## config.mk

```make
export PLATFORM = sky130hd
export DESIGN_NAME = drive_enable_sequencer
export DESIGN_NICKNAME = d
export VERILOG_FILES = /design/src/dse_pkg.sv /design/src/dse_step.sv /design/src/drive_enable_sequencer.sv
export SDC_FILE = /design/constraint.sdc
export NUM_CORES = 1
export LEC_CHECK = 0
export BUFFER_PORTS_ARGS = -buffer_cell sky130_fd_sc_hd__buf_2
export CAP_MARGIN = 20
export CELL_PAD_IN_SITES_DETAIL_PLACEMENT = 2
export CELL_PAD_IN_SITES_GLOBAL_PLACEMENT = 2
export CORE_MARGIN = 10
export CORE_UTILIZATION = 40
export DETAILED_ROUTE_END_ITERATION = 8
export PLACE_DENSITY = 0.86
export SLEW_MARGIN = 20
export SYNTH_ARGS = -nofsm -noshare
export SYNTH_HDL_FRONTEND = slang
export SYNTH_SLANG_ARGS = --single-unit
```

## constraint.sdc

```tcl
create_clock -name clk -period 6.5 [get_ports clk]
set_input_delay 0.65 -clock clk [delete_from_list [all_inputs] [get_ports clk]]
set_output_delay 0.65 -clock clk [all_outputs]
set_load 0.05 [all_outputs]
```

## src/dse_pkg.sv

```systemverilog
// Drive enable sequencer package: state codes, statusword and controlword
// constants, and the structs passed between the step logic and the top level.
// No dependencies.
package dse_pkg;

	// sequencer states; STOPPING and DISABLE both report as code 7
	typedef enum logic [3:0] {
		ST_STOP        = 4'd0,
		ST_ENABLE      = 4'd1,
		ST_CTRL1       = 4'd2,
		ST_CTRL2       = 4'd3,
		ST_ENGAGING    = 4'd4,
		ST_MOTION      = 4'd5,
		ST_DISENGAGING = 4'd6,
		ST_STOPPING    = 4'd7,
		ST_DISABLE     = 4'd8
	} seq_state_t;

	localparam logic [2:0] SHOWN_STOPPING = 3'd7;

	// motion request codes
	localparam logic [1:0] REQ_ENABLE  = 2'd1;
	localparam logic [1:0] REQ_DISABLE = 2'd2;

	// operating mode class that adds the interpolation enable bit
	localparam logic [1:0] MODE_POSITION = 2'd1;

	localparam logic [15:0] WATCHDOG_TICKS = 16'd1000;
	localparam logic [15:0] WDOG_MAX       = 16'hffff;

	// statusword masks and patterns
	localparam logic [15:0] MASK_STATE_A          = 16'h004f;
	localparam logic [15:0] MASK_STATE_B          = 16'h006f;
	localparam logic [15:0] SW_FAULT              = 16'h0008;
	localparam logic [15:0] SW_FAULT_REACTION     = 16'h000f;
	localparam logic [15:0] SW_SWITCH_ON_DISABLED = 16'h0040;
	localparam logic [15:0] SW_READY              = 16'h0021;
	localparam logic [15:0] SW_SWITCHED_ON        = 16'h0023;
	localparam logic [15:0] SW_OP_ENABLED         = 16'h0027;
	localparam logic [15:0] SW_QUICK_STOP_ACTIVE  = 16'h0007;

	// controlword commands
	localparam logic [15:0] CW_NONE        = 16'h0000;
	localparam logic [15:0] CW_FAULT_RESET = 16'h0080;
	localparam logic [15:0] CW_SHUTDOWN    = 16'h0006;
	localparam logic [15:0] CW_SWITCH_ON   = 16'h0007;
	localparam logic [15:0] CW_ENABLE_OP   = 16'h000f;
	localparam logic [15:0] CW_QUICK_STOP  = 16'h0002;
	localparam logic [15:0] CW_IP_ENABLE   = 16'h0010;

	typedef struct packed {
		logic        motor_on;
		logic [15:0] drive_status;
		logic [1:0]  motion_request;
		logic        clear_error;
		logic        errors_present;
	} dse_item_t;

	typedef struct packed {
		seq_state_t  seq;
		logic        target;
		logic [15:0] wdog;
		logic [15:0] cw;
		logic        err;
	} dse_state_t;

	typedef struct packed {
		logic [15:0] control_word;
		logic [2:0]  sequence_state;
		logic        error_code;
		logic        enable_accepted;
		logic        motion_enabled;
	} dse_result_t;

endpackage

```

## src/dse_step.sv

```systemverilog
// Drive enable sequencer step: one fieldbus cycle of next-state logic
// (error clear, request, watchdog, sequencer) as combinational logic.
// Depends on dse_pkg.
module dse_step (
	input  logic [1:0]          mode_class,
	input  dse_pkg::dse_item_t  item,
	input  dse_pkg::dse_state_t cur,
	output dse_pkg::dse_state_t nxt,
	output dse_pkg::dse_result_t res
);
	import dse_pkg::*;

	logic        err_clr;
	logic        accepted;
	logic        tgt_req;
	logic [15:0] cnt_inc;
	logic        trip;
	dse_state_t  pre;
	logic [15:0] sw_a;
	logic [15:0] sw_b;
	logic        stop_req;
	seq_state_t  seq_next;
	logic [15:0] cw_next;
	logic        wdog_clr;

	function automatic logic [15:0] with_ip(input logic [1:0] mode, input logic [15:0] cw);
		with_ip = (mode == MODE_POSITION) ? (cw | CW_IP_ENABLE) : cw;
	endfunction

	// error clear, request handling and watchdog ahead of the sequencer
	always_comb begin
		err_clr  = cur.err & ~item.clear_error;
		accepted = (item.motion_request == REQ_ENABLE) && !err_clr &&
			!item.errors_present && (cur.seq == ST_STOP);
		if (accepted) begin
			tgt_req = 1'b1;
		end else if (item.motion_request == REQ_DISABLE) begin
			tgt_req = 1'b0;
		end else begin
			tgt_req = cur.target;
		end
		cnt_inc = (cur.wdog == WDOG_MAX) ? cur.wdog : cur.wdog + 16'd1;
		trip    = (cnt_inc >= WATCHDOG_TICKS);

		pre.err    = err_clr | trip;
		pre.seq    = trip ? ST_STOP : cur.seq;
		pre.target = trip ? 1'b0 : tgt_req;
		pre.wdog   = trip ? 16'd0 : cnt_inc;
		pre.cw     = trip ? CW_NONE : cur.cw;
	end

	assign sw_a     = item.drive_status & MASK_STATE_A;
	assign sw_b     = item.drive_status & MASK_STATE_B;
	assign stop_req = !pre.target;

	// sequencer next state
	always_comb begin
		seq_next = pre.seq;
		case (pre.seq)
			ST_ENABLE: begin
				if (stop_req) begin
					seq_next = ST_STOP;
				end else if (sw_a == SW_SWITCH_ON_DISABLED || sw_b == SW_READY) begin
					seq_next = ST_CTRL1;
				end
			end
			ST_CTRL1: begin
				if (stop_req) begin
					seq_next = ST_DISENGAGING;
				end else if (sw_b == SW_READY) begin
					seq_next = ST_CTRL2;
				end
			end
			ST_CTRL2: begin
				if (stop_req) begin
					seq_next = ST_DISENGAGING;
				end else if (sw_b == SW_SWITCHED_ON) begin
					seq_next = ST_ENGAGING;
				end
			end
			ST_ENGAGING: begin
				if (stop_req) begin
					seq_next = ST_DISENGAGING;
				end else if (sw_b == SW_OP_ENABLED) begin
					seq_next = ST_MOTION;
				end
			end
			ST_MOTION: begin
				if (stop_req) begin
					seq_next = ST_DISENGAGING;
				end
			end
			ST_DISENGAGING: seq_next = ST_STOPPING;
			ST_STOPPING: begin
				if (sw_b != SW_QUICK_STOP_ACTIVE) begin
					seq_next = ST_DISABLE;
				end
			end
			ST_DISABLE: seq_next = ST_STOP;
			default: begin
				// stop: hold while faulted, in fault reaction or with no motion target
				seq_next = ST_STOP;
				if (sw_a != SW_FAULT && sw_a != SW_FAULT_REACTION && !stop_req) begin
					seq_next = ST_ENABLE;
				end
			end
		endcase
	end

	// sequencer outputs: held controlword and watchdog clear
	always_comb begin
		cw_next  = pre.cw;
		wdog_clr = 1'b0;
		case (pre.seq)
			ST_ENABLE: begin
				if (stop_req) begin
					wdog_clr = 1'b1;
				end else if (sw_a == SW_SWITCH_ON_DISABLED) begin
					cw_next  = with_ip(mode_class, CW_SHUTDOWN);
					wdog_clr = 1'b1;
				end else if (sw_b == SW_READY) begin
					wdog_clr = 1'b1;
				end
			end
			ST_CTRL1: begin
				if (stop_req) begin
					wdog_clr = 1'b1;
				end else if (sw_b == SW_READY) begin
					cw_next  = with_ip(mode_class, CW_SWITCH_ON);
					wdog_clr = 1'b1;
				end
			end
			ST_CTRL2: begin
				// entering engaging keeps the count running
				if (stop_req) begin
					wdog_clr = 1'b1;
				end else if (sw_b == SW_SWITCHED_ON) begin
					cw_next = with_ip(mode_class, CW_ENABLE_OP);
				end
			end
			ST_ENGAGING: begin
				wdog_clr = stop_req || (sw_b == SW_OP_ENABLED);
			end
			ST_MOTION: wdog_clr = 1'b1;
			ST_DISENGAGING: begin
				cw_next  = CW_QUICK_STOP;
				wdog_clr = 1'b1;
			end
			ST_STOPPING: wdog_clr = (sw_b == SW_QUICK_STOP_ACTIVE);
			ST_DISABLE: wdog_clr = 1'b1;
			default: begin
				cw_next  = (sw_a == SW_FAULT) ? CW_FAULT_RESET : CW_NONE;
				wdog_clr = 1'b1;
			end
		endcase
	end

	always_comb begin
		nxt.err    = pre.err;
		nxt.target = pre.target;
		if (item.motor_on) begin
			nxt.seq  = seq_next;
			nxt.cw   = cw_next;
			nxt.wdog = wdog_clr ? 16'd0 : pre.wdog;
		end else begin
			nxt.seq  = ST_STOP;
			nxt.cw   = CW_NONE;
			nxt.wdog = 16'd0;
		end

		res.control_word    = nxt.cw;
		res.sequence_state  = (nxt.seq == ST_DISABLE) ? SHOWN_STOPPING : nxt.seq[2:0];
		res.error_code      = nxt.err;
		res.enable_accepted = accepted;
		res.motion_enabled  = nxt.target || (nxt.seq != ST_STOP);
	end

endmodule

```

## src/drive_enable_sequencer.sv

```systemverilog
// Drive enable sequencer top level: input register, sequencer state, result
// register and handshake control. Depends on dse_pkg and dse_step.
//
// Usage: one input beat is one fieldbus cycle (motor enable, statusword,
// motion request, error clear, external error flag). Each input beat yields
// exactly one result beat: the controlword to send, the reported sequence
// state, the latched watchdog error, whether this cycle's enable request was
// taken, and whether motion is enabled.
// Both channels use valid/ready. An input beat is captured in the input
// register; when the result register is free or being read, the step logic
// updates the sequencer state and loads the result register, and result
// valid rises. One beat per clock is sustained unless the receiver stalls,
// set by the single pass through the step logic. When the receiver stalls,
// the result register holds and one more beat waits in the input register;
// ready drops only when both are full. mode_class must be written through
// cfg_wr_en/cfg_wr_data only while the block is idle; this is not enforced.
// Reset (arst_n low) clears state to STOP, the controlword, watchdog,
// error latch and mode_class, and empties both registers.
module drive_enable_sequencer (
	input  logic        clk,
	input  logic        arst_n,
	input  logic        cfg_wr_en,
	input  logic [1:0]  cfg_wr_data,
	input  logic        in_valid,
	output logic        in_ready,
	input  logic        motor_on,
	input  logic [15:0] drive_status,
	input  logic [1:0]  motion_request,
	input  logic        clear_error,
	input  logic        errors_present,
	output logic        out_valid,
	input  logic        out_ready,
	output logic [15:0] control_word,
	output logic [2:0]  sequence_state,
	output logic        error_code,
	output logic        enable_accepted,
	output logic        motion_enabled
);
	import dse_pkg::*;

	logic [1:0]  mode_class_q;
	dse_item_t   item_s1;
	logic        valid_s1;
	dse_state_t  state_q;
	dse_state_t  state_nxt;
	dse_result_t res_nxt;
	dse_result_t res_q;
	logic        valid_out_q;
	logic        advance;

	assign advance  = valid_s1 && (!valid_out_q || out_ready);
	assign in_ready = !valid_s1 || advance;

	always_ff @(posedge clk or negedge arst_n) begin
		if (!arst_n) begin
			mode_class_q <= 2'd0;
		end else if (cfg_wr_en) begin
			mode_class_q <= cfg_wr_data;
		end
	end

	always_ff @(posedge clk or negedge arst_n) begin
		if (!arst_n) begin
			valid_s1 <= 1'b0;
		end else if (in_ready) begin
			valid_s1 <= in_valid;
		end
	end

	always_ff @(posedge clk) begin
		if (in_valid && in_ready) begin
			item_s1.motor_on       <= motor_on;
			item_s1.drive_status   <= drive_status;
			item_s1.motion_request <= motion_request;
			item_s1.clear_error    <= clear_error;
			item_s1.errors_present <= errors_present;
		end
	end

	dse_step u_step (
		.mode_class (mode_class_q),
		.item       (item_s1),
		.cur        (state_q),
		.nxt        (state_nxt),
		.res        (res_nxt)
	);

	always_ff @(posedge clk or negedge arst_n) begin
		if (!arst_n) begin
			state_q.seq    <= ST_STOP;
			state_q.target <= 1'b0;
			state_q.wdog   <= 16'd0;
			state_q.cw     <= CW_NONE;
			state_q.err    <= 1'b0;
		end else if (advance) begin
			state_q <= state_nxt;
		end
	end

	always_ff @(posedge clk or negedge arst_n) begin
		if (!arst_n) begin
			valid_out_q <= 1'b0;
		end else if (advance) begin
			valid_out_q <= 1'b1;
		end else if (out_ready) begin
			valid_out_q <= 1'b0;
		end
	end

	always_ff @(posedge clk) begin
		if (advance) begin
			res_q <= res_nxt;
		end
	end

	assign out_valid       = valid_out_q;
	assign control_word    = res_q.control_word;
	assign sequence_state  = res_q.sequence_state;
	assign error_code      = res_q.error_code;
	assign enable_accepted = res_q.enable_accepted;
	assign motion_enabled  = res_q.motion_enabled;

`ifndef SYNTHESIS
	// a trip clears the count, so the stored count never reaches the limit
	a_wdog_below_limit: assert property (@(posedge clk) disable iff (!arst_n)
		state_q.wdog < WATCHDOG_TICKS)
		else $error("watchdog count reached limit in stored state");

	// an accepted enable always leaves motion enabled
	a_accept_enables: assert property (@(posedge clk) disable iff (!arst_n)
		out_valid && enable_accepted |-> motion_enabled)
		else $error("accepted enable without motion enabled");

	// both stages full and stalled: no new beat may enter
	a_full_blocks_input: assert property (@(posedge clk) disable iff (!arst_n)
		valid_s1 && valid_out_q && !out_ready |-> !in_ready)
		else $error("input accepted while pipeline full");

	// state only moves when a beat passes to the result register
	a_state_holds: assert property (@(posedge clk) disable iff (!arst_n)
		!advance |=> $stable(state_q))
		else $error("sequencer state changed without a beat");
`endif

endmodule

```

==> out/qor.yml, run 1 <==
setup_path:
  cp-end-kind: "flop"
  required_ps: 6770
  crit_type: "reg -> reg"
  start_kind: "flop"
  critPathMaxStageDelay_ps: 590
  cp.arrival_ps: 3620
  crit_start: "state_q[17]$_DFFE_PN0P_"
  worstReg2RegStart: "state_q[17]$_DFFE_PN0P_"
  crit_path_top_delay_cell: "or4_4"
  crit_chain: "ha_1 -> nand4_2 -> or4_4 -> and2_4 -> xor2_2 -> a2111oi_4 -> a21oi_1 -> nor2b_1"
  worst-path-max-fanout: 11
place:
  gp_congestion: 0.867
  placed_area_um2: 4140
  dp_hpwl_mm: 7.75
  port_buffers: 41
sta:
  period_minus_slack_ps: 3350
  worstMarginPinSlew_ps: 1110
  rsz0062_at_grt: "false"
  drv_slew: 0
  slew_headroom_pct: 26.0
  post-route-period-util_pct: 51.6
  finalHoldViolations: 0
  fin_tns_setup_ps: 0
  setup_violations: 0
  skew_ps: 15.4
  fmax_ghz: 0.298
  holdWs_ps: 271
synth:
  ys.flop_type: "dfrtp_1"
  synthMuxAreaShare_pct: 2.79
  synthCells: 365
  yosysUniqueCellTypes: 70
  synthArstFlopShare_pct: 56.0
  ys_ff_latch: 75
  synth_area_leaders: "dfrtp_1 (27%), edfxtp_1 (26%), nand2_1 (3.3%)"
  synth_top_area_share_pct: 27.3
  synth_edf_count: 33
  synth_compound_area_share_pct: 14.4
  synth_xor_area_share_pct: 1.33
  synth.avg_cell_area_um2: 10.6
  synth_top_family_by_area: "simple AND/OR/NAND/NOR gates"
  synth.most_common_cell: "dfrtp_1"
  synthAdderAreaFrac_pct: 0.584
  netlist_area_um2: 3850
  yosys-top-cells-count: "dfrtp_1 (42), nand2_1 (34), edfxtp_1 (33)"
  yosysWarnings: 0
  synth_fp_nets: 394
  synthSimpleGateAreaFrac_pct: 24.4
  synth_area_leader_cell: "dfrtp_1"
  seq_area_frac_synth_pct: 53.0
cts:
  clk_latency_ps: 360
  numCtsBuffers: 9
  cts.sinks: 75
  post_cts_resized: 0
  root_buffer: "clkbuf_8"
  postCtsHoldBufs: 0
  post_cts_buffers: 0
  path_clk_slew_ps: 90
  ctsLongestPathBuffers: 2
  cts_tree: "built"
  htreeDepth: 3
grt:
  grt_pass1_wl_mm: 18.8
  grt_max_degree: 49
  overflow: 0
  grt_use_total_pct: 16.5
  grt_pass1_vias: 3362
  antenna_found_initial: 0
layout:
  seq_area_um2: 2040
  multi_input_area_um2: 1680
  n_antenna_cell: 0
  final_core_utilization_pct: 46.6
  drive_above_1_share_pct: 21.1
  synthToLayoutAreaGrowth_pct: 12.8
  fill_cells: 1011
  fin_area_um2: 4350
  nets: 427
job:
  maxCapViolCount: 0
floorplanning:
  rows: 35
  io_pins: 52
  start_util_pct: 41.3
  die_width_um: 118
  core_area_um2: 9330
  fp.dieH_um: 118
  die_area_um2: 14000
detailed_routing:
  via_per_inst: 5.77
  drt_first_pass_iters: 8
  vias: 3068
  drc: 0
  drt_wl_total_mm: 11.3
  drtAntennaViolNets: 0
  detail_route.wl_per_cell_um: 21.3
  drt_iter0_markers: 130
pwr:
  vdd_drop_max_mv: 0.125
  power_leakage_nw: 1.71
  p_per_area_nw_per_um2: 259
outcome:
  status: "complete, no violations"
hold_path:
  min_path_type: "in -> async"
[per-layer routing]
layer	GRT usage, %	part of all wire (%)	vias up
met5	0	0	-
met4	5.87	2.2	0
met3	3.24	3.0	19
met2	27.2	50	51
met1	21.1	45	1580
li1	-	-	1418
[flip-flops by register name (all words and copies together) (netlist names)]
register / count
item_s1: 11
control_word: 16
state_q: 38
out_valid: 1
valid_s1: 1
error_code: 1
enable_accepted: 1
motion_enabled: 1
sequence_state: 3
mode_class_q: 2
[kinds of logic (layout without fill, tap and decap cells)]
kind of cell | count (synthesis) | count (layout)
simple gates | 166 | 166
compound gates | 78 | 78
flops | 75 | 75
buf+inv | 29 | 67
mux | 10 | 10
xor+xnor | 5 | 5
fa+ha+maj | 2 | 2
[power breakdown]
group | total (W) | internal (W) | switching [W]
combinational | 0.000189 | 0.0000514 | 0.000137
clock | 0.000390 | 0.000184 | 0.000205
sequential | 0.000546 | 0.000522 | 0.0000246
[final cells by class]
cell class	instances	area share, %
flip-flops and latches	75	47.0
multi-input cells	261	38.6
repair buffers	44	5.30
well taps	129	3.71
clock buffers	9	2.85
clock inverters	7	1.93
inverters	7	0.604
[cells in the final DEF, fill, tap and decap left out, types with 4 or more instances in the layout]
cell	n
nor2_1	17
o211ai_1	4
and2_1	20
edfxtp_1	33
nand3_1	20
clkbuf_8	9
nor3_1	11
a21oi_1	22
mux2_2	6
buf_4	4
nand2b_1	8
buf_2	40
nand2_1	34
o21ai_0	11
inv_1	5
dfrtp_1	42
and3_1	7
mux2i_1	4
a31oi_1	7
nor2b_1	14
nand4_1	7
[final timing paths]
kind	slack [ps]	endpoint	depth (start not counted)
worst min register to register	510	state_q[13]$_DFFE_PN0P_	1
min in group clk	460	item_s1[2]$_DFFE_PP_	1
worst min-delay path	270	state_q[2]$_DFFE_PN0P_	1
worst max register to register	3150	state_q[16]$_DFFE_PN0P_	8
max in group asynchronous	5830	state_q[29]$_DFFE_PN0P_	1
worst max-delay path	3150	state_q[16]$_DFFE_PN0P_	8
[critical path: cells and delay by family, from the launching register on]
kind,cells,cell delay (ps)
compound gates,2,1020
flops,1,460
simple gates,4,1260
fa+ha+maj,1,350
xor+xnor,1,170
[per-stage QoR]
step | cells | power [W] | setup WS (ps)
after detailed placement | 516 | 0.000742 | 3190
final | 532 | 0.00112 | 3150
after global routing | 532 | 0.00117 | 2940
after global placement | 516 | 0.000732 | 3310
after CTS | 532 | 0.00113 | 3150
after floorplan | 365 | 0.000681 | 3800
Note: power is estimated with default switching activity, not from simulation.
==> run 2, diff against run 1 <==
--- a/config.mk
+++ b/config.mk
@@ -5,14 +5,15 @@
 export SDC_FILE = /design/constraint.sdc
 export NUM_CORES = 1
 export LEC_CHECK = 0
+export ABC_AREA = 1
 export BUFFER_PORTS_ARGS = -buffer_cell sky130_fd_sc_hd__buf_2
 export CAP_MARGIN = 20
 export CELL_PAD_IN_SITES_DETAIL_PLACEMENT = 2
 export CELL_PAD_IN_SITES_GLOBAL_PLACEMENT = 2
 export CORE_MARGIN = 10
-export CORE_UTILIZATION = 40
+export CORE_UTILIZATION = 35
 export DETAILED_ROUTE_END_ITERATION = 8
-export PLACE_DENSITY = 0.86
+export PLACE_DENSITY = 0.82
 export SLEW_MARGIN = 20
 export SYNTH_ARGS = -nofsm -noshare
 export SYNTH_HDL_FRONTEND = slang
==> constraint.sdc (replaced) <==
create_clock -name clk -period 3.43 [get_ports clk]
set_input_delay 0.343 -clock clk [delete_from_list [all_inputs] [get_ports clk]]
set_output_delay 0.343 -clock clk [all_outputs]
set_load 0.05 [all_outputs]
==> run 2 against run 1 <==
Against the previous run: the run now ends with hold timing left; global-route usage up 2.4 points; utilization fell by 4.8 points; design area rose by 28%; clock power up 140%; worst setup slack got worse by 2900 ps; via count is 48% higher; largest cell class is now multi-input gates; highest routed layer unchanged.
==> out/qor.yml, run 2 <==
synth:
  synth_edf_count: 33  # unchanged
  synth_area_leaders: "dfrtp_1 (22%), edfxtp_1 (21%), nand2_1 (12%)"
  yosysUniqueCellTypes: 45  # -36%
  ys_ff_latch: 75  # unchanged
  synthArstFlopShare_pct: 56.0  # unchanged
  netlist_area_um2: 4800  # +24%
  synth.most_common_cell: "nand2_1"
  yosys-top-cells-count: "nand2_1 (155), nor2_1 (85), inv_1 (64)"
  synth_area_leader_cell: "dfrtp_1"
  synth_fp_nets: 653  # +66%
  ys.flop_type: "dfrtp_1"
  synth_top_area_share_pct: 21.9  # -5.3 points
  yosysWarnings: 0  # unchanged
  seq_area_frac_synth_pct: 42.6  # -10 points
  synth.avg_cell_area_um2: 7.69  # -27%
  synthCells: 624  # +71%
cts:
  root_buffer: "clkbuf_16"
  htreeDepth: 3  # unchanged
  postCtsHoldBufs: 0  # unchanged
  ctsLongestPathBuffers: 2  # unchanged
  path_clk_slew_ps: 70  # -20 ps
  cts.sinks: 75  # unchanged
  clk_latency_ps: 350  # about the same
  numCtsBuffers: 9  # unchanged
  cts_tree: "built"
setup_path:
  r2r_cells: 20  # +12
  crit_type: "reg -> reg"
  worstReg2RegStart: "state_q[18]$_DFFE_PN0P_"
  cp-end-kind: "flop"
  reg2reg_to: "sequence_state[1]$_SDFFCE_PN1P_"
  start_kind: "flop"
  r2r_setup_slack_ps: 230  # -2920 ps
  required_ps: 3520  # -3250 ps
  worst-path-max-fanout: 13  # +2
  cp.arrival_ps: 3290  # -330 ps
layout:
  layout_common_cells: "nand2_1 (155), nor2_1 (85), inv_1 (64)"
  drive_above_1_share_pct: 22.8  # +1.7 points
  fin_cells: 860  # +62%
  n_antenna_cell: 0  # unchanged
  largest_register_ff_count: 38  # unchanged
  largest-register: "state_q"
  synthToLayoutAreaGrowth_pct: 16.4
  fin_area_um2: 5580  # +28%
  nets: 708  # +66%
  layout_commonest_cell: "nand2_1"
sta:
  fmax_ghz: 0.312  # +4.6%
  slew_headroom_pct: 49.8  # +24 points
  skew_ps: 11.9  # -3.45 ps
  setup_violations: 0  # unchanged
  period_minus_slack_ps: 3200  # -147 ps
  post-route-period-util_pct: 93.4  # +42 points
  drv_slew: 0  # unchanged
  holdWs_ps: -10.0  # -281 ps
  finalHoldViolations: 16  # +16
  worstMarginPinSlew_ps: 750  # -357 ps
grt:
  grt_pass1_vias: 5130  # +53%
  overflow: 0  # unchanged
  antenna_found_initial: 0  # unchanged
  grt_max_degree: 48  # -2.0%
  grt_use_total_pct: 18.9  # +2.4 points
  grt_pass1_wl_mm: 27.8  # +48%
floorplanning:
  die_width_um: 137  # +16%
  rows: 42  # +20%
  start_util_pct: 35.9  # -5.4 points
  io_pins: 52  # unchanged
  fp.dieH_um: 137  # +16%
  core_area_um2: 13300  # +43%
  die_area_um2: 18800  # +35%
detailed_routing:
  drtAntennaViolNets: 0  # unchanged
  drt_iter0_markers: 215  # +65%
  via_per_inst: 5.29  # -8.3%
  drc: 0  # unchanged
  detail_route.wl_per_cell_um: 19.6  # -7.7%
  drt_wl_total_mm: 16.9  # +49%
  drt_first_pass_iters: 4  # -4
  vias: 4546  # +48%
pwr:
  power_leakage_nw: 2.61  # +53%
  vdd_drop_max_mv: 0.354  # +180%
  p_seq_share_pct: 35.5  # -13 points
  p_sw_w: 0.00127  # +250%
  intPower_w: 0.00182  # +140%
  switching_share_pct: 41.1  # +8.4 points
  combPwrFrac_pct: 34.0  # +17 points
  p_per_area_nw_per_um2: 553  # +110%
  p_clk_share_pct: 30.4  # -4.2 points
place:
  gp_congestion: 0.856  # -1.3%
  port_buffers: 41  # unchanged
  placed_area_um2: 5240  # +27%
  dp_hpwl_mm: 12.2  # +57%
  dp.cells: 840  # +63%
job:
  maxCapViolCount: 0  # unchanged
hold_path:
  min_path_type: "in -> async"
outcome:
  status: "complete, but fails checks"
  violations: "hold timing"
[run 2: cell types whose count changed in the layout (fill, tap and decap cells not counted), moves of 10 or more]
cell / previous run / this run
buf_4: 4 / 17
nand3_1: 20 / 47
nand2_1: 34 / 155
nand4_1: 7 / 26
nand2_2: 1 / 19
o21ai_2: 0 / 10
nor2_2: 0 / 16
o21ai_0: 11 / 28
inv_1: 5 / 64
nor2b_1: 14 / 0
nor2_1: 17 / 85
and2_1: 20 / 1
[run 2: worst max-delay path by stage]
stage                                 start                               to  slack, ps  depth (start not counted)
finish              state_q[18]$_DFFE_PN0P_  sequence_state[1]$_SDFFCE_PN1P_        230                         20
global route        state_q[18]$_DFFE_PN0P_  sequence_state[1]$_SDFFCE_PN1P_        -10                         20
CTS                 state_q[18]$_DFFE_PN0P_          state_q[20]$_DFFE_PN0P_        120                         15
detailed placement  state_q[18]$_DFFE_PN0P_       control_word[15]$_DFFE_PP_        180                         16
global placement    state_q[18]$_DFFE_PN0P_          state_q[18]$_DFFE_PN0P_        300                         15
floorplan           state_q[17]$_DFFE_PN0P_         motion_enabled$_DFFE_PP_        720                         20
[run 2: what timing repair did]
item                                    CTS  global route
buffers inserted                          0             4
gates resized for setup                   0             2
endpoints found under the setup margin    0            34
[run 2: final cells by class]
class / count / area [um2]
clock inverters: 7 / 68.8
inverters: 72 / 273
well taps: 176 / 220
fillers: 1572 / 7760
flip-flops and latches: 75 / 2040
clock buffers: 9 / 225
multi-input cells: 462 / 2380
repair buffers: 59 / 368
[run 2: stage by stage]
stage | TNS [ps] | total power (W) | setup slack (ps) | utilization (%)
after floorplan | 0 | 0.00182 | 720 | -
after global placement | 0 | 0.00209 | 303 | 39.3
after detailed placement | 0 | 0.00213 | 176 | 39.3
after CTS | 0 | 0.00309 | 116 | 41.5
after global routing | -14.9 | 0.00326 | -14.9 | 41.8
final | 0 | 0.00309 | 225 | 41.8
[run 2: power by group through the flow]
stage / clock, W / combinational, W / sequential [W]
2_1_floorplan: 0 / 0.000603 / 0.00122
3_3_place_gp: 0 / 0.000980 / 0.00111
3_5_place_dp: 0 / 0.00102 / 0.00111
4_1_cts: 0.000957 / 0.00103 / 0.00110
5_1_grt: 0.000997 / 0.00115 / 0.00111
6_report: 0.000941 / 0.00105 / 0.00110
[run 2: worst max-delay path, cell delays in order, from the launching register on]
cell and delay [ps]:
dfrtp_2 410, ha_2 230, inv_1 100, nor2_4 170, nand2_2 90, inv_2 80
nand2_4 110, nand2_1 180, nand2_1 130, inv_2 80, nand3_4 130, nand3_4 150
inv_2 80, nand2_2 90, nand2_1 100, nor2_2 190, nand2_2 110, nand2_4 130
inv_4 130, nand2_2 140, o21ai_0 100
[run 2: cells by family after synthesis]
logic type / Yosys count / share of synthesized area, %
buf+inv: 87 / 7.75
fa+ha+maj: 1 / 0.261
compound gates: 74 / 9.60
simple gates: 383 / 39.0
flops: 75 / 42.6
mux: 1 / 0.235
xor+xnor: 3 / 0.548
[run 2: metal layers]
layer  vias up  part of all wire (%)  GRT usage [%]
met5         -                     0              0
met4         0                   2.1           6.09
met3        22                   3.3           3.67
met2        66                    51           32.6
met1      2290                    44           23.2
li1       2168                     -              -
==> run 3, diff against run 2 <==
--- a/config.mk
+++ b/config.mk
@@ -8,10 +8,10 @@
 export ABC_AREA = 1
 export BUFFER_PORTS_ARGS = -buffer_cell sky130_fd_sc_hd__buf_2
 export CAP_MARGIN = 20
-export CELL_PAD_IN_SITES_DETAIL_PLACEMENT = 2
-export CELL_PAD_IN_SITES_GLOBAL_PLACEMENT = 2
+export CELL_PAD_IN_SITES_DETAIL_PLACEMENT = 0
+export CELL_PAD_IN_SITES_GLOBAL_PLACEMENT = 1
 export CORE_MARGIN = 10
-export CORE_UTILIZATION = 35
+export CORE_UTILIZATION = 44
 export DETAILED_ROUTE_END_ITERATION = 8
 export PLACE_DENSITY = 0.82
 export SLEW_MARGIN = 20
==> constraint.sdc (replaced) <==
create_clock -name clk -period 3.43 [get_ports clk]
set_input_delay 0.686 -clock clk [delete_from_list [all_inputs] [get_ports clk]]
set_output_delay 0.686 -clock clk [all_outputs]
set_load 0.05 [all_outputs]
==> run 3 against run 2 <==
Against the previous run: clock power fell by 29%; highest routed layer unchanged; cell count fell by 4.5%; power fell by 12%; worst setup slack improved by 32 ps; critical path type unchanged; clock skew fell by 4.2 ps; sequential share of layout area rose by 1.3 points; the flow now finishes without violations; sequential cell count did not move; critical path depth fell by 1; design area fell by 3.5%; combinational power fell by 9%; hold slack improved by 330 ps.
==> out/qor.yml, run 3 (synthesized netlist as in run 2, its figures left out) <==
outcome:
  status: "complete, no violations"
layout:
  largest-register: "state_q"
  n_antenna_cell: 0  # unchanged
  layout_common_cells: "nand2_1 (155), nor2_1 (85), inv_1 (64)"
  fin_area_um2: 5390  # -3.5%
  drive_above_1_share_pct: 22.3  # -0.49 points
  layout_commonest_cell: "nand2_1"
  synthToLayoutAreaGrowth_pct: 12.4
  nets: 705  # -0.42%
  largest_register_ff_count: 38  # unchanged
  fill_cells: 1083  # -31%
  fin_cells: 821  # -4.5%
setup_path:
  crit_type: "reg -> reg"
  worst-path-max-fanout: 13  # unchanged
  required_ps: 3540  # +20 ps
  start_kind: "flop"
  cp-end-kind: "flop"
  cp.arrival_ps: 3280  # about the same
detailed_routing:
  detail_route.wl_per_cell_um: 15.1  # -23%
  vias: 4315  # -5.1%
  drt_first_pass_iters: 5  # +1
  via_per_inst: 5.26  # -0.57%
  drt_iter0_markers: 477  # +120%
  drtAntennaViolNets: 0  # unchanged
  drt_wl_total_mm: 12.4  # -27%
  drc: 0  # unchanged
sta:
  skew_ps: 7.72  # -4.19 ps
  worstMarginPinSlew_ps: 809  # +58.9 ps
  period_minus_slack_ps: 3170  # -31.6 ps
  fmax_ghz: 0.315  # +1.0%
  fin_tns_setup_ps: 0  # unchanged
  finalHoldViolations: 0  # -16
  rsz0062_at_grt: "false"
  post-route-period-util_pct: 92.5  # -0.92 points
  setup_violations: 0  # unchanged
  drv_slew: 0  # unchanged
  slew_headroom_pct: 45.6  # -4.2 points
  worst_slack_ps: 257  # +31.6 ps
grt:
  grt_max_degree: 48  # unchanged
  grt_pass1_vias: 4142  # -19%
  grt_pass1_wl_mm: 20.6  # -26%
  grt_use_total_pct: 15.8  # -3.1 points
  antenna_found_initial: 0  # unchanged
  overflow: 0  # unchanged
cts:
  postCtsHoldBufs: 0  # unchanged
  cts.sinks: 75  # unchanged
  cts_tree: "built"
  path_clk_slew_ps: 90  # +20 ps
  ctsLongestPathBuffers: 2  # unchanged
  clk_latency_ps: 360  # about the same
  root_buffer: "clkbuf_8"
  htreeDepth: 3  # unchanged
  numCtsBuffers: 9  # unchanged
pwr:
  p_per_area_nw_per_um2: 505  # -8.8%
  vdd_drop_max_mv: 0.244  # -31%
  power_leakage_nw: 2.55  # -2.5%
place:
  gp_congestion: 0.926  # +8.2%
  dp_hpwl_mm: 8.98  # -26%
  place_ws_ps: 208  # +32.0 ps
  port_buffers: 41  # unchanged
  placed_area_um2: 5160  # -1.4%
  dp.cells: 800  # -4.8%
floorplanning:
  rows: 38  # -9.5%
  core_area_um2: 10700  # -19%
  die_area_um2: 15500  # -18%
  die_width_um: 124  # -9.2%
  start_util_pct: 44.6  # +8.7 points
  io_pins: 52  # unchanged
  fp.dieH_um: 124  # -9.2%
hold_path:
  min_path_type: "in -> async"
job:
  maxCapViolCount: 0  # unchanged
-- run 3: cell count changes in the layout (fill, tap and decap cells not counted), sizes merged --
cell | before | now
clkinvlp | 2 | 1
buf | 59 | 56
inv | 74 | 75
-- run 3: final timing paths --
kind	startpoint	to	slack, ps	depth (start not counted)
max reg2reg	state_q[17]$_DFFE_PN0P_	sequence_state[1]$_SDFFCE_PN1P_	260	19
min	arst_n	state_q[23]$_DFFE_PN0P_	320	1
min in group clk	state_q[33]$_DFFE_PN0P_	state_q[33]$_DFFE_PN0P_	490	2
min reg2reg	state_q[33]$_DFFE_PN0P_	state_q[33]$_DFFE_PN0P_	490	2
max	state_q[17]$_DFFE_PN0P_	sequence_state[1]$_SDFFCE_PN1P_	260	19
max in group asynchronous	arst_n	state_q[17]$_DFFE_PN0P_	2700	1
-- run 3: cell type report --
cell class	instances	area, um2	share of cell area (%)
tap	140	175	3.25
clock buffer	9	124	2.30
multi-input combinational	462	2380	44.2
clock inverter	7	58.8	1.09
inverter	72	273	5.06
sequential	75	2040	37.9
timing repair buffer	56	333	6.18
-- run 3: report_power, final --
group	total [W]	switching, W	internal (W)
Clock	0.000664	0.000389	0.000276
Combinational	0.000958	0.000698	0.000259
Sequential	0.00110	0.0000646	0.00103
-- run 3: what timing repair did --
item / CTS / global route
gates resized for setup: 0 / 1
buffers inserted: 0 / 5
setup endpoints to repair: 0 / 21
-- run 3: per-layer routing --
layer	track usage, %	routed length, um
met4	4.93	226
met5	0	0
met1	20.6	5810
met3	3.79	599
met2	25.3	5730
-- run 3: metrics by stage --
stage          utilization (%)  hold WS, ps  power (W)
4_1_cts                   49.8          475    0.00274
3_3_place_gp              48.1          464    0.00206
3_5_place_dp              48.1          479    0.00207
6_report                  50.2          315    0.00272
2_1_floorplan                -          390    0.00182
5_1_grt                   50.2          347    0.00288
-- run 3: worst max-delay path, stage by stage (launching register included) --
cell and delay (ps):
dfrtp_2 450, ha_1 250, inv_1 120, nor2_4 170, nand2_2 90, inv_2 70
nand2_4 110, o21ai_2 140, nand2_1 130, nor2_4 180, nor2_8 80, buf_4 150
nand4_1 100, nand2_2 90, nor2_4 210, nand2_2 100, nand2_4 120, inv_4 120
nand2_2 130, o21ai_0 100
